`config.mk`:
```
export PLATFORM = sky130hd
export DESIGN_NAME = header_length_message_deframer_unit
export DESIGN_NICKNAME = d
export VERILOG_FILES = /design/src/design/hlmd_pkg.sv /design/src/design/hlmd_utf8.sv /design/src/design/header_length_message_deframer_unit.sv
export SDC_FILE = /design/constraint.sdc
export NUM_CORES = 1
export LEC_CHECK = 0
export BUFFER_PORTS_ARGS = -buffer_cell sky130_fd_sc_hd__buf_4
export CAP_MARGIN = 10
export CORE_UTILIZATION = 50
export CTS_CLUSTER_SIZE = 25
export DETAILED_ROUTE_END_ITERATION = 7
export GPL_TIMING_DRIVEN = 0
export PLACE_DENSITY = 0.71
export SLEW_MARGIN = 20
export SYNTH_ARGS = -nofsm -noshare
export SYNTH_HDL_FRONTEND = slang
export SYNTH_SLANG_ARGS = --single-unit
export TNS_END_PERCENT = 1
```
`constraint.sdc`:
```
create_clock -name clk -period 3.7 [get_ports clk]
set_clock_uncertainty 0.2 [all_clocks]
set_input_delay 0.185 -clock clk [delete_from_list [all_inputs] [get_ports clk]]
set_output_delay 0.185 -clock clk [all_outputs]
set_load 0.03 [all_outputs]
```
`src/design/hlmd_pkg.sv`:
```
`timescale 1ns / 1ps
// ----------------------------------------------------------------------------
// hlmd_pkg
// shared types and constants for the header/length message deframer
// ----------------------------------------------------------------------------
package hlmd_pkg;

  typedef enum logic [2:0] {
    KIND_HDR_BYTE  = 3'd0,
    KIND_HDR_END   = 3'd1,
    KIND_PAY_BYTE  = 3'd2,
    KIND_HDRS_DONE = 3'd3,
    KIND_MALFORMED = 3'd4
  } kind_t;

  typedef enum logic {
    PH_HEADERS = 1'b0,
    PH_PAYLOAD = 1'b1
  } phase_t;

  // utf-8 decoder state: what the next byte of a sequence must be
  typedef enum logic [2:0] {
    U8_LEAD      = 3'd0,
    U8_OWE_ONE   = 3'd1,
    U8_OWE_TWO   = 3'd2,
    U8_AFTER_E0  = 3'd3,
    U8_AFTER_ED  = 3'd4,
    U8_AFTER_F0  = 3'd5,
    U8_AFTER_F13 = 3'd6,
    U8_AFTER_F4  = 3'd7
  } utf8_state_t;

  localparam logic [7:0] CHR_LF    = 8'h0A;
  localparam logic [7:0] CHR_COLON = 8'h3A;
  localparam logic [7:0] CHR_SPACE = 8'h20;
  localparam logic [7:0] CHR_ZERO  = 8'h30;
  localparam logic [7:0] CHR_NINE  = 8'h39;

  localparam int unsigned PREFIX_LEN = 8;

  // "Length: " one character at a time
  function automatic logic [7:0] prefix_char(input logic [2:0] pos);
    logic [7:0] c;
    unique case (pos)
      3'd0:    c = 8'h4C; // L
      3'd1:    c = 8'h65; // e
      3'd2:    c = 8'h6E; // n
      3'd3:    c = 8'h67; // g
      3'd4:    c = 8'h74; // t
      3'd5:    c = 8'h68; // h
      3'd6:    c = 8'h3A; // :
      default: c = 8'h20; // space
    endcase
    return c;
  endfunction

endpackage

```
`src/design/hlmd_utf8.sv`:
```
`timescale 1ns / 1ps
// ----------------------------------------------------------------------------
// hlmd_utf8
// one-byte step of a strict utf-8 validator (no overlongs, surrogates or
// code points above U+10FFFF)
// ----------------------------------------------------------------------------
module hlmd_utf8
  import hlmd_pkg::*;
(
  input  utf8_state_t state_i,
  input  logic [7:0]  byte_i,
  output utf8_state_t state_o,
  output logic        bad_o
);

  logic cont;

  assign cont = (byte_i[7:6] == 2'b10);

  always_comb begin
    state_o = U8_LEAD;
    bad_o   = 1'b0;
    unique case (state_i)
      U8_LEAD: begin
        if (byte_i < 8'h80) begin
          state_o = U8_LEAD;
        end else if (byte_i >= 8'hC2 && byte_i <= 8'hDF) begin
          state_o = U8_OWE_ONE;
        end else if (byte_i == 8'hE0) begin
          state_o = U8_AFTER_E0;
        end else if (byte_i == 8'hED) begin
          state_o = U8_AFTER_ED;
        end else if (byte_i >= 8'hE1 && byte_i <= 8'hEF) begin
          state_o = U8_OWE_TWO;
        end else if (byte_i == 8'hF0) begin
          state_o = U8_AFTER_F0;
        end else if (byte_i >= 8'hF1 && byte_i <= 8'hF3) begin
          state_o = U8_AFTER_F13;
        end else if (byte_i == 8'hF4) begin
          state_o = U8_AFTER_F4;
        end else begin
          bad_o = 1'b1;
        end
      end
      U8_OWE_ONE: begin
        state_o = U8_LEAD;
        bad_o   = !cont;
      end
      U8_OWE_TWO: begin
        state_o = U8_OWE_ONE;
        bad_o   = !cont;
      end
      U8_AFTER_E0: begin
        state_o = U8_OWE_ONE;
        bad_o   = !(byte_i >= 8'hA0 && byte_i <= 8'hBF);
      end
      U8_AFTER_ED: begin
        state_o = U8_OWE_ONE;
        bad_o   = !(byte_i >= 8'h80 && byte_i <= 8'h9F);
      end
      U8_AFTER_F0: begin
        state_o = U8_OWE_TWO;
        bad_o   = !(byte_i >= 8'h90 && byte_i <= 8'hBF);
      end
      U8_AFTER_F13: begin
        state_o = U8_OWE_TWO;
        bad_o   = !cont;
      end
      default: begin // after F4
        state_o = U8_OWE_TWO;
        bad_o   = !(byte_i >= 8'h80 && byte_i <= 8'h8F);
      end
    endcase
  end

endmodule

```
`src/design/header_length_message_deframer_unit.sv`:
```
`timescale 1ns / 1ps
// ----------------------------------------------------------------------------
// header_length_message_deframer_unit
// splits a byte stream into header lines and a length-sized payload
// ----------------------------------------------------------------------------
// Bytes enter one item at a time. Up to a blank line each byte is a header
// byte (kind 0) and each newline closes a header line (kind 1). Every
// header line must be strict utf-8 and hold a colon directly followed by a
// space. The first line starting with "Length: " gives the payload size in
// decimal; none means size 0. The blank line gives kind 3 with the size on
// payload_length, then that many payload bytes (kind 2) follow. tlast marks
// the item that completes a message. Any breach gives kind 4 and the block
// then answers every byte with kind 4 until reset. Exactly one result item
// comes out for every input item, in order. Throughput is one item per
// clock while the sink keeps taking; items pass the input register, then
// the single state-update stage into the output register, which frees as
// it is taken, so a stalled sink costs no bubble once it takes again.
// ----------------------------------------------------------------------------
module header_length_message_deframer_unit
  import hlmd_pkg::*;
#(
  parameter int unsigned LENGTH_BITS = 32
) (
  input  logic        clk,
  input  logic        rst_n,

  input  logic        in_tvalid,
  output logic        in_tready,
  input  logic [7:0]  in_tdata,   // [7:0] in_byte

  output logic        out_tvalid,
  input  logic        out_tready,
  output logic [39:0] out_tdata,  // [7:0] data, [39:8] payload_length
  output logic [2:0]  out_tuser,  // [2:0] kind
  output logic        out_tlast   // message_done
);

  // ---------------- input register ----------------
  logic       in_v_r;
  logic [7:0] in_byte_r;
  logic       advance;

  // an item moves on when the output register is empty or being emptied
  assign advance   = in_v_r && (!out_tvalid || out_tready);
  assign in_tready = !in_v_r || advance;

  always_ff @(posedge clk) begin
    if (!rst_n) begin
      in_v_r <= 1'b0;
    end else if (in_tready) begin
      in_v_r <= in_tvalid;
    end
  end

  always_ff @(posedge clk) begin
    if (in_tvalid && in_tready) begin
      in_byte_r <= in_tdata;
    end
  end

  // ---------------- parser state ----------------
  phase_t                 phase_r,        phase_nxt;
  logic                   broken_r,       broken_nxt;
  logic                   nonempty_r,     nonempty_nxt;
  logic                   colon_r,        colon_nxt;
  logic                   space_pend_r,   space_pend_nxt;
  logic                   sep_ok_r,       sep_ok_nxt;
  logic [3:0]             prefix_pos_r,   prefix_pos_nxt;
  logic                   prefix_dead_r,  prefix_dead_nxt;
  logic                   found_r,        found_nxt;
  logic                   digits_bad_r,   digits_bad_nxt;
  // parsed size while reading headers, bytes still owed during payload
  logic [LENGTH_BITS-1:0] len_r,          len_nxt;
  utf8_state_t            utf8_r,         utf8_nxt;

  // result of the current item
  kind_t                  res_kind;
  logic [7:0]             res_data;
  logic                   res_last;
  logic [LENGTH_BITS-1:0] res_size;

  // utf-8 step for the byte in hand
  utf8_state_t u8_next;
  logic        u8_bad;

  hlmd_utf8 u_utf8 (
    .state_i (utf8_r),
    .byte_i  (in_byte_r),
    .state_o (u8_next),
    .bad_o   (u8_bad)
  );

  // decimal accumulate: len*10 + digit, four guard bits catch overflow
  logic [LENGTH_BITS+3:0] len_x10;
  logic                   len_ovf;
  logic                   is_digit;

  assign len_x10 = {1'b0, len_r, 3'b000} + {3'b000, len_r, 1'b0}
                 + {LENGTH_BITS'(0), in_byte_r[3:0]};
  assign len_ovf  = |len_x10[LENGTH_BITS+3:LENGTH_BITS];
  assign is_digit = (in_byte_r >= CHR_ZERO) && (in_byte_r <= CHR_NINE);

  logic [LENGTH_BITS-1:0] size_sel;
  assign size_sel = found_r ? len_r : '0;

  always_comb begin
    phase_nxt       = phase_r;
    broken_nxt      = broken_r;
    nonempty_nxt    = nonempty_r;
    colon_nxt       = colon_r;
    space_pend_nxt  = space_pend_r;
    sep_ok_nxt      = sep_ok_r;
    prefix_pos_nxt  = prefix_pos_r;
    prefix_dead_nxt = prefix_dead_r;
    found_nxt       = found_r;
    digits_bad_nxt  = digits_bad_r;
    len_nxt         = len_r;
    utf8_nxt        = utf8_r;

    res_kind = KIND_MALFORMED;
    res_data = 8'h00;
    res_last = 1'b0;
    res_size = '0;

    if (broken_r) begin
      // sticky malformed: defaults already say so
    end else if (phase_r == PH_PAYLOAD) begin
      res_kind = KIND_PAY_BYTE;
      res_data = in_byte_r;
      if (len_r == LENGTH_BITS'(1)) begin
        // last payload byte, start over on a fresh message
        res_last        = 1'b1;
        phase_nxt       = PH_HEADERS;
        found_nxt       = 1'b0;
        digits_bad_nxt  = 1'b0;
        len_nxt         = '0;
        nonempty_nxt    = 1'b0;
        colon_nxt       = 1'b0;
        space_pend_nxt  = 1'b0;
        sep_ok_nxt      = 1'b0;
        prefix_pos_nxt  = '0;
        prefix_dead_nxt = 1'b0;
        utf8_nxt        = U8_LEAD;
      end else begin
        len_nxt = len_r - LENGTH_BITS'(1);
      end
    end else if (in_byte_r == CHR_LF) begin
      if (nonempty_r) begin
        // end of a header line
        if (!colon_r || !sep_ok_r || utf8_r != U8_LEAD) begin
          broken_nxt = 1'b1;
        end else begin
          res_kind = KIND_HDR_END;
          if (!found_r && !prefix_dead_r && prefix_pos_r == 4'(PREFIX_LEN)) begin
            found_nxt = 1'b1;
          end
          nonempty_nxt    = 1'b0;
          colon_nxt       = 1'b0;
          space_pend_nxt  = 1'b0;
          sep_ok_nxt      = 1'b0;
          prefix_pos_nxt  = '0;
          prefix_dead_nxt = 1'b0;
          utf8_nxt        = U8_LEAD;
        end
      end else if (digits_bad_r) begin
        broken_nxt = 1'b1;
      end else begin
        // blank line: headers are over
        res_kind        = KIND_HDRS_DONE;
        nonempty_nxt    = 1'b0;
        colon_nxt       = 1'b0;
        space_pend_nxt  = 1'b0;
        sep_ok_nxt      = 1'b0;
        prefix_pos_nxt  = '0;
        prefix_dead_nxt = 1'b0;
        utf8_nxt        = U8_LEAD;
        if (size_sel == '0) begin
          res_last       = 1'b1;
          found_nxt      = 1'b0;
          digits_bad_nxt = 1'b0;
          len_nxt        = '0;
        end else begin
          res_size  = size_sel;
          len_nxt   = size_sel;
          phase_nxt = PH_PAYLOAD;
        end
      end
    end else if (u8_bad) begin
      broken_nxt = 1'b1;
    end else begin
      // ordinary header byte
      res_kind     = KIND_HDR_BYTE;
      res_data     = in_byte_r;
      utf8_nxt     = u8_next;
      nonempty_nxt = 1'b1;
      if (space_pend_r) begin
        sep_ok_nxt     = (in_byte_r == CHR_SPACE);
        space_pend_nxt = 1'b0;
      end
      if (!colon_r && in_byte_r == CHR_COLON) begin
        colon_nxt      = 1'b1;
        space_pend_nxt = 1'b1;
      end
      if (!found_r && !prefix_dead_r) begin
        if (prefix_pos_r < 4'(PREFIX_LEN)) begin
          if (in_byte_r == prefix_char(prefix_pos_r[2:0])) begin
            prefix_pos_nxt = prefix_pos_r + 4'd1;
          end else begin
            prefix_dead_nxt = 1'b1;
          end
        end else if (is_digit) begin
          if (len_ovf) begin
            // saturate and flag
            len_nxt        = '1;
            digits_bad_nxt = 1'b1;
          end else begin
            len_nxt = len_x10[LENGTH_BITS-1:0];
          end
        end else begin
          digits_bad_nxt = 1'b1;
        end
      end
    end
  end

  always_ff @(posedge clk) begin
    if (!rst_n) begin
      phase_r       <= PH_HEADERS;
      broken_r      <= 1'b0;
      nonempty_r    <= 1'b0;
      colon_r       <= 1'b0;
      space_pend_r  <= 1'b0;
      sep_ok_r      <= 1'b0;
      prefix_pos_r  <= '0;
      prefix_dead_r <= 1'b0;
      found_r       <= 1'b0;
      digits_bad_r  <= 1'b0;
      len_r         <= '0;
      utf8_r        <= U8_LEAD;
    end else if (advance) begin
      phase_r       <= phase_nxt;
      broken_r      <= broken_nxt;
      nonempty_r    <= nonempty_nxt;
      colon_r       <= colon_nxt;
      space_pend_r  <= space_pend_nxt;
      sep_ok_r      <= sep_ok_nxt;
      prefix_pos_r  <= prefix_pos_nxt;
      prefix_dead_r <= prefix_dead_nxt;
      found_r       <= found_nxt;
      digits_bad_r  <= digits_bad_nxt;
      len_r         <= len_nxt;
      utf8_r        <= utf8_nxt;
    end
  end

  // ---------------- output register ----------------
  logic                    out_v_r;
  kind_t                   out_kind_r;
  logic [7:0]              out_data_r;
  logic                    out_last_r;
  logic [31:0]             out_plen_r;
  logic [LENGTH_BITS+31:0] size_ext;

  // size as reported is its low 32 bits
  assign size_ext = {32'd0, res_size};

  always_ff @(posedge clk) begin
    if (!rst_n) begin
      out_v_r <= 1'b0;
    end else if (advance) begin
      out_v_r <= 1'b1;
    end else if (out_tready) begin
      out_v_r <= 1'b0;
    end
  end

  always_ff @(posedge clk) begin
    if (advance) begin
      out_kind_r <= res_kind;
      out_data_r <= res_data;
      out_last_r <= res_last;
      out_plen_r <= size_ext[31:0];
    end
  end

  assign out_tvalid = out_v_r;
  assign out_tdata  = {out_plen_r, out_data_r};
  assign out_tuser  = out_kind_r;
  assign out_tlast  = out_last_r;

  // ---------------- assertions ----------------
  // malformed is sticky until reset
  a_broken_sticky: assert property (@(posedge clk) disable iff (!rst_n)
    broken_r |=> broken_r)
    else $error("malformed flag cleared without reset");

  // once broken, every item that moves on reports malformed
  a_broken_kind: assert property (@(posedge clk) disable iff (!rst_n)
    (broken_r && advance) |=> (out_kind_r == KIND_MALFORMED && !out_last_r))
    else $error("broken block produced a non-malformed item");

  // payload phase always owes at least one byte
  a_payload_owed: assert property (@(posedge clk) disable iff (!rst_n)
    (phase_r == PH_PAYLOAD) |-> (len_r != '0))
    else $error("payload phase with nothing owed");

  // prefix matcher never runs past "Length: "
  a_prefix_range: assert property (@(posedge clk) disable iff (!rst_n)
    prefix_pos_r <= 4'(PREFIX_LEN))
    else $error("prefix position out of range");

endmodule

```
# Word-level counts from Yosys, hierarchy flattened
# Index checks and enable logic that the tools add are counted.
# classes
n_eq_ne	35
shift	0
n_mul	0
bitwise	2
n_reduce_logical	56
div	0
n_addsub	4
n_lt_le_gt_ge	16
n_mux	125
# op_table
op	n
two-way mux 32 bit	12
two-way mux 8 bit	9
two-way mux 1 bit	70
two-way mux 3 bit	21
case mux 7 bit (7 select lines)	1
>= comparator 8 bit, second input constant	6
<= comparator 8 bit, second input constant	6
two-way mux 4 bit	10
adder 35 x 33 -> 36 bit	1
adder 36 x 4 -> 36 bit	1
== test 32 x 1 -> 1 bit, second input constant	1
== test 8 bit, second input constant	4
logical NOT 32 bit	1
subtractor 32 x 1 -> 32 bit, second input constant	1
AND reduction 8 bit	3
nonzero test 3 bit	8
== test 3 bit, second input constant	6
!= test 3 bit, second input constant	6
AND reduction 9 bit	2
== test 8 x 6 -> 1 bit, second input constant	2
AND reduction 7 bit	2
logical AND 1 bit	13
== test 3 x 2 -> 1 bit, second input constant	4
logical NOT 1 bit	11
other kinds (27)	37
# totals
memories	0
output_inout_bits	46
regBits	102
mem_bits_ro	0
in_bits	12
mem_bits_rw	0
wordCells	258
latchBits	0

# Longest topological paths before layout
# logic_depth
depth_word	21
mapped_depth	14
ltp_nobuf	13

# By module
# A second synthesis with hierarchy kept.
# unflattened
hier_cells	919
hier_area_um2	7925.1
# by_module_without_submodules
mod	seq_area_each_um2	area_each_um2	instances	cells_per_inst
header_length_message_deframer_unit	2562.5	7676.1	1	880
hlmd_utf8	0.0	249.0	1	39

# Least setup slack after synthesis
# Ideal clock, no wire load.
# synth_timing
kind	register to register
startpoint	register in_byte_r[3]
endpoint	register len_r[13]
setup_slack_ns	0.117
setup_ns	0.070
arrival_ns	3.312
path_stages_with_launch	14
path_cell_list	edfxtp_1 fa_1 inv_1 fa_1 nand2b_1 a21oi_1 o211ai_1 a21oi_1 a311oi_1 mux2_2 nand4b_1 clkbuf_1 o21ai_0 a21oi_1
# synth_between
elab_chain_len	12
elab_cells_between_ends	57
classes_between	add/sub (1); order compare (15); eq/ne (9); mux (16); reduce/logical (16)
# synth_rtl
item	line_no	source
from (decl)	header_length_message_deframer_unit.sv:40	logic [7:0] in_byte_r;
from (signal assigned)	header_length_message_deframer_unit.sv:57	in_byte_r <= in_tdata;
>= comparator 8 bit (tied with other cells)	hlmd_utf8.sv:37	end else if (byte_i >= 8'hF1 && byte_i <= 8'hF3) begin
logical AND 1 bit or two-way mux 1 bit (tied branches)	hlmd_utf8.sv:37, hlmd_utf8.sv:39	
two-way mux 1 bit	hlmd_utf8.sv:37	
two-way mux 1 bit	hlmd_utf8.sv:35	end else if (byte_i == 8'hF0) begin
two-way mux 1 bit	hlmd_utf8.sv:33	end else if (byte_i >= 8'hE1 && byte_i <= 8'hEF) begin
two-way mux 1 bit	hlmd_utf8.sv:31	end else if (byte_i == 8'hED) begin
two-way mux 1 bit	hlmd_utf8.sv:29	end else if (byte_i == 8'hE0) begin
two-way mux 1 bit	hlmd_utf8.sv:27	end else if (byte_i >= 8'hC2 && byte_i <= 8'hDF) begin
two-way mux 1 bit	hlmd_utf8.sv:25	if (byte_i < 8'h80) begin
case mux 1 bit (5 select lines)	hlmd_utf8.sv:23	unique case (state_i)
!= test 3 x 2 -> 1 bit (no line)	--	
AND reduction 8 bit (no line)	--	
to (signal assigned)	header_length_message_deframer_unit.sv:251	len_r <= len_nxt;
to (decl)	header_length_message_deframer_unit.sv:73	logic [LENGTH_BITS-1:0] len_r, len_nxt;
# Several ways; a longest one is shown, not always the timed one. The select of a mux whose other input is x is not followed.
# A chain may end at the register's enable or synchronous reset.

# Worst setup path after layout
# layout_timing
startpoint	register len_r[16]
endpoint	register len_r[9]
# layout_between
elab_chain_len	10
elab_cells_between_ends	17
classes_between	add/sub (2); eq/ne (1); mux (12); reduce/logical (2)
# layout_rtl
item	line_no	source
adder 35 x 33 -> 36 bit	header_length_message_deframer_unit.sv:98	assign len_x10 = {1'b0, len_r, 3'b000} + {3'b000, len_r, 1'b0}
adder 36 x 4 -> 36 bit	header_length_message_deframer_unit.sv:99	+ {LENGTH_BITS'(0), in_byte_r[3:0]};
OR reduction 4 bit	header_length_message_deframer_unit.sv:100	assign len_ovf = |len_x10[LENGTH_BITS+3:LENGTH_BITS];
two-way mux 32 bit	header_length_message_deframer_unit.sv:212	if (len_ovf) begin
two-way mux 32 bit	header_length_message_deframer_unit.sv:211	end else if (is_digit) begin
two-way mux 32 bit	header_length_message_deframer_unit.sv:205	if (prefix_pos_r < 4'(PREFIX_LEN)) begin
two-way mux 32 bit	header_length_message_deframer_unit.sv:204	if (!found_r && !prefix_dead_r) begin
two-way mux 32 bit	header_length_message_deframer_unit.sv:188	end else if (u8_bad) begin
two-way mux 32 bit	header_length_message_deframer_unit.sv:147	end else if (in_byte_r == CHR_LF) begin
two-way mux 32 bit (*)	header_length_message_deframer_unit.sv:127	end else if (phase_r == PH_PAYLOAD) begin
# Every way passes the cells marked *; elsewhere a longest branch is shown, timed or not. The select of a mux whose other input is x is not followed.

==> results.py <==
metrics = {
    "status": {
        "run_status": "complete, but fails checks",
        "violations": "design-rule violations, negative setup slack",
    },
    "synth": {
        "synth.distinct_cells": 72,
        "postSynthCellCount": 933,
        "yosysMostFrequentCell": "a21oi_1",
        "syn_nets": 1017,
        "synth_top_area_share_pct": 20.1,
        "ys_ff_latch": 102,
        "yosysWarnings": 0,
        "synthArstFlopShare_pct": 0,
        "synth_area_per_cell_um2": 8.31,
        "ys_top_cells_by_area": "edfxtp_1 20%, dfxtp_1 13%, ha_1 11%, a21oi_1 6.6%, o21ai_0 6.3%",
        "synth_edf_count": 52,
        "yosysSeqAreaShare_pct": 33.0,
        "synth.cell_area_um2": 7760,
        "synth-main-ff-cell": "edfxtp_1",
        "synth.cells.most_frequent": "102 x a21oi_1, 98 x o21ai_0, 70 x ha_1",
        "synth_largest_area_cell": "edfxtp_1",
    },
    "finish": {
        "insertedDiodeCount": 0,
        "syn2layout_area_growth_pct": 18.0,
        "layout.nets": 1107,
        "multi_input_area_um2": 5060,
        "drive_above_1_share_pct": 16.1,
        "seqCellArea_um2": 2590,
        "fill_cells": 1359,
    },
    "clock_network": {
        "htreeDepth": 3,
        "clk_path_buf_depth": 2,
        "cts_root_buf": "clkbuf_16",
        "clk_pin_slew_worst_paths_ns": 0.08,
        "cts_tree": "built",
        "clkLatencyLatePin_ns": 0.35,
        "numClockSinks": 102,
        "cts_made_buffers": 9,
    },
    "place": {
        "dpl.hpwl_um": 16400,
        "dp_slack_ns": -0.623,
        "gp_congestion": 0.963,
        "numPortBuffers": 57,
    },
    "min_path": {
        "hp-class": "reg -> reg",
    },
    "timing": {
        "rsz0062_at_grt": "yes",
        "hold_viol_final": 0,
        "setup_viol": 1,
        "min_period_ns": 3.71,
        "relSlewSlack_pct": 37.1,
        "setup_ws_ns": -0.00905,
        "finalCritPeriodShare_pct": 100,
        "fmax_mhz": 270,
        "worst_pin_slew_ns": 0.934,
        "drv_slew": 0,
    },
    "floorplanning": {
        "io_pins": 58,
        "initial_core_util_pct": 51.2,
        "core_um2": 15100,
        "rows": 45,
        "die_w_um": 127,
        "die_area_um2": 16000,
        "fp.dieH_um": 127,
    },
    "detailed_routing": {
        "drt-pass1-iter-count": 8,
        "wl_per_cell_um": 18.1,
        "vias": 7610,
        "ant_nets": 0,
        "post-route-drc-count": 2,
        "wirelength_um": 22000,
        "via_per_inst": 6.26,
        "drt-initial-drc-count": 991,
    },
    "setup_path": {
        "cp_max_fo": 9,
        "critical_path_class": "reg -> reg",
        "critPathLaunchType": "flip-flop",
        "crit_arrival_ns": 3.72,
        "critPathCaptureType": "flip-flop",
        "worstPathRequired_ns": 3.71,
    },
    "grt": {
        "grt_pass1_wl_um": 35600,
        "grt.total_usage_pct": 27.8,
        "antenna_found_initial": 0,
        "grt_max_degree": 37,
        "grt_pass1_vias": 6892,
        "grt.overflow.total": 0,
    },
    "pwr": {
        "powerDensity_nw_per_um2": 263,
        "switchingPower_uw": 587,
        "ir_drop_v": 0.000202,
        "pwr-share-seq_pct": 51.0,
        "p_comb_share_pct": 8.6,
        "clock_power_share_pct": 40.4,
        "power_mw": 2.41,
        "p_int_mw": 1.82,
        "power.share.switching_pct": 24.4,
        "p_leak_nw": 3.80,
    },
    "job": {
        "cap_violations": 0,
    },
}
[worst max-delay path, stage by stage (launching register included)]
cell and delay [ns]:
dfxtp_1 0.54, ha_1 0.31, ha_1 0.41, and4_1 0.24, and3_1 0.19, a32o_1 0.22
or3b_4 0.43, o21ai_4 0.16, xnor2_2 0.09, nand4b_1 0.20, buf_6 0.15, buf_6 0.14
o21ai_1 0.18, a31oi_1 0.10
[logic make-up (layout without fill, tap and decap cells)]
kind of cell             count (synthesis)  count (layout)  synth area share, %
multiplexers                             2               2                0.339
adder cells (fa/ha/maj)                 72              72                 11.8
AO/OA/AOI/OAI                          321             321                 24.4
XOR/XNOR                                31              31                 3.50
flip-flops                             102             102                 33.0
buffers and inverters                   75             170                 3.84
AND/OR/NAND/NOR                        330             330                 23.1
[worst paths after layout]
kind / from / end / slack (ns) / depth (start not counted)
setup / recovery: len_r[16] / len_r[9] / -0.009 / 13
hold / removal: sep_ok_r / sep_ok_r / 0.30 / 2
setup reg to reg: len_r[16] / len_r[9] / -0.009 / 13
hold reg to reg: sep_ok_r / sep_ok_r / 0.30 / 2
[flip-flops by register name, summed over array words and instances, names as in the netlist]
register,cells
prefix_pos_r,4
digits_bad_r,1
out_plen_r,32
out_tuser,3
space_pend_r,1
len_r,32
out_tvalid,1
broken_r,1
colon_r,1
nonempty_r,1
phase_r,1
utf8_r,3
prefix_dead_r,1
in_v_r,1
in_byte_r,8
out_tlast,1
found_r,1
sep_ok_r,1
out_data_r,8
[through the flow]
step           hold slack (ns)  setup TNS, ns  instances  utilization (%)  cell area (um^2)
2_1_floorplan           0.0839              0        933                -              7760
3_3_place_gp             0.163         -14.33       1178             55.6              8420
3_5_place_dp             0.165         -15.96       1179             55.7              8440
4_1_cts                  0.300     -0.0000229       1214             59.8              9050
5_1_grt                  0.318          -2.07       1216             60.4              9150
6_report                 0.303       -0.00905       1216             60.4              9150
[area by class of cell]
| cell class | instances | share of cell area, % |
|---|---|---|
| clock buffers | 10 | 2.50 |
| repair buffers | 80 | 7.01 |
| flip-flops and latches | 102 | 28.3 |
| inverters | 23 | 0.943 |
| multi-input cells | 756 | 55.3 |
| clock inverters | 6 | 0.765 |
| plain buffers | 51 | 2.60 |
| well taps | 188 | 2.57 |
[per-layer routing]
metal | vias to the layer above | track usage (%) | wire (um)
met4 | 0 | 7.58 | 431
met2 | 399 | 39.8 | 9060
met5 | - | 0 | 0
met3 | 38 | 4.56 | 2000
li1 | 3664 | - | -
met1 | 3509 | 42.7 | 10500
[power by group through the flow]
stage	logic, mW	clock network, mW	registers, mW
final	0.207	0.973	1.23
after global routing	0.223	1.02	1.23
after CTS	0.201	0.967	1.23
after detailed placement	0.189	0	1.26
after global placement	0.184	0	1.26
after floorplan	0.0813	0	1.29
[what timing repair did]
| action | CTS | global route |
|---|---|---|
| pin swaps | 13 | 9 |
| endpoints found under the hold margin | 14 | 0 |
| endpoints found under the setup margin | 33 | 33 |
| resized for setup | 37 | 44 |
| setup buffers | 7 | 3 |
| hold buffers | 11 | 0 |
| cloned | 1 | 0 |
[cell usage in the layout (no fill, tap or decap), types with 11 or more instances in the layout]
cell type,count
nor3_1,39
nand4_1,14
ha_1,69
nand2b_1,14
nand3_1,15
a31oi_1,17
dlygate4sd3_1,11
o21ai_1,24
nor2_1,65
buf_4,66
xnor2_1,21
a21oi_1,98
nand2_1,60
and2_1,51
a21o_1,17
inv_1,21
clkbuf_1,35
buf_2,12
o21ai_0,82
nor4_1,13
dfxtp_1,31
dfxtp_2,18
edfxtp_1,52
No activity file was read; power rests on OpenSTA's default activity.
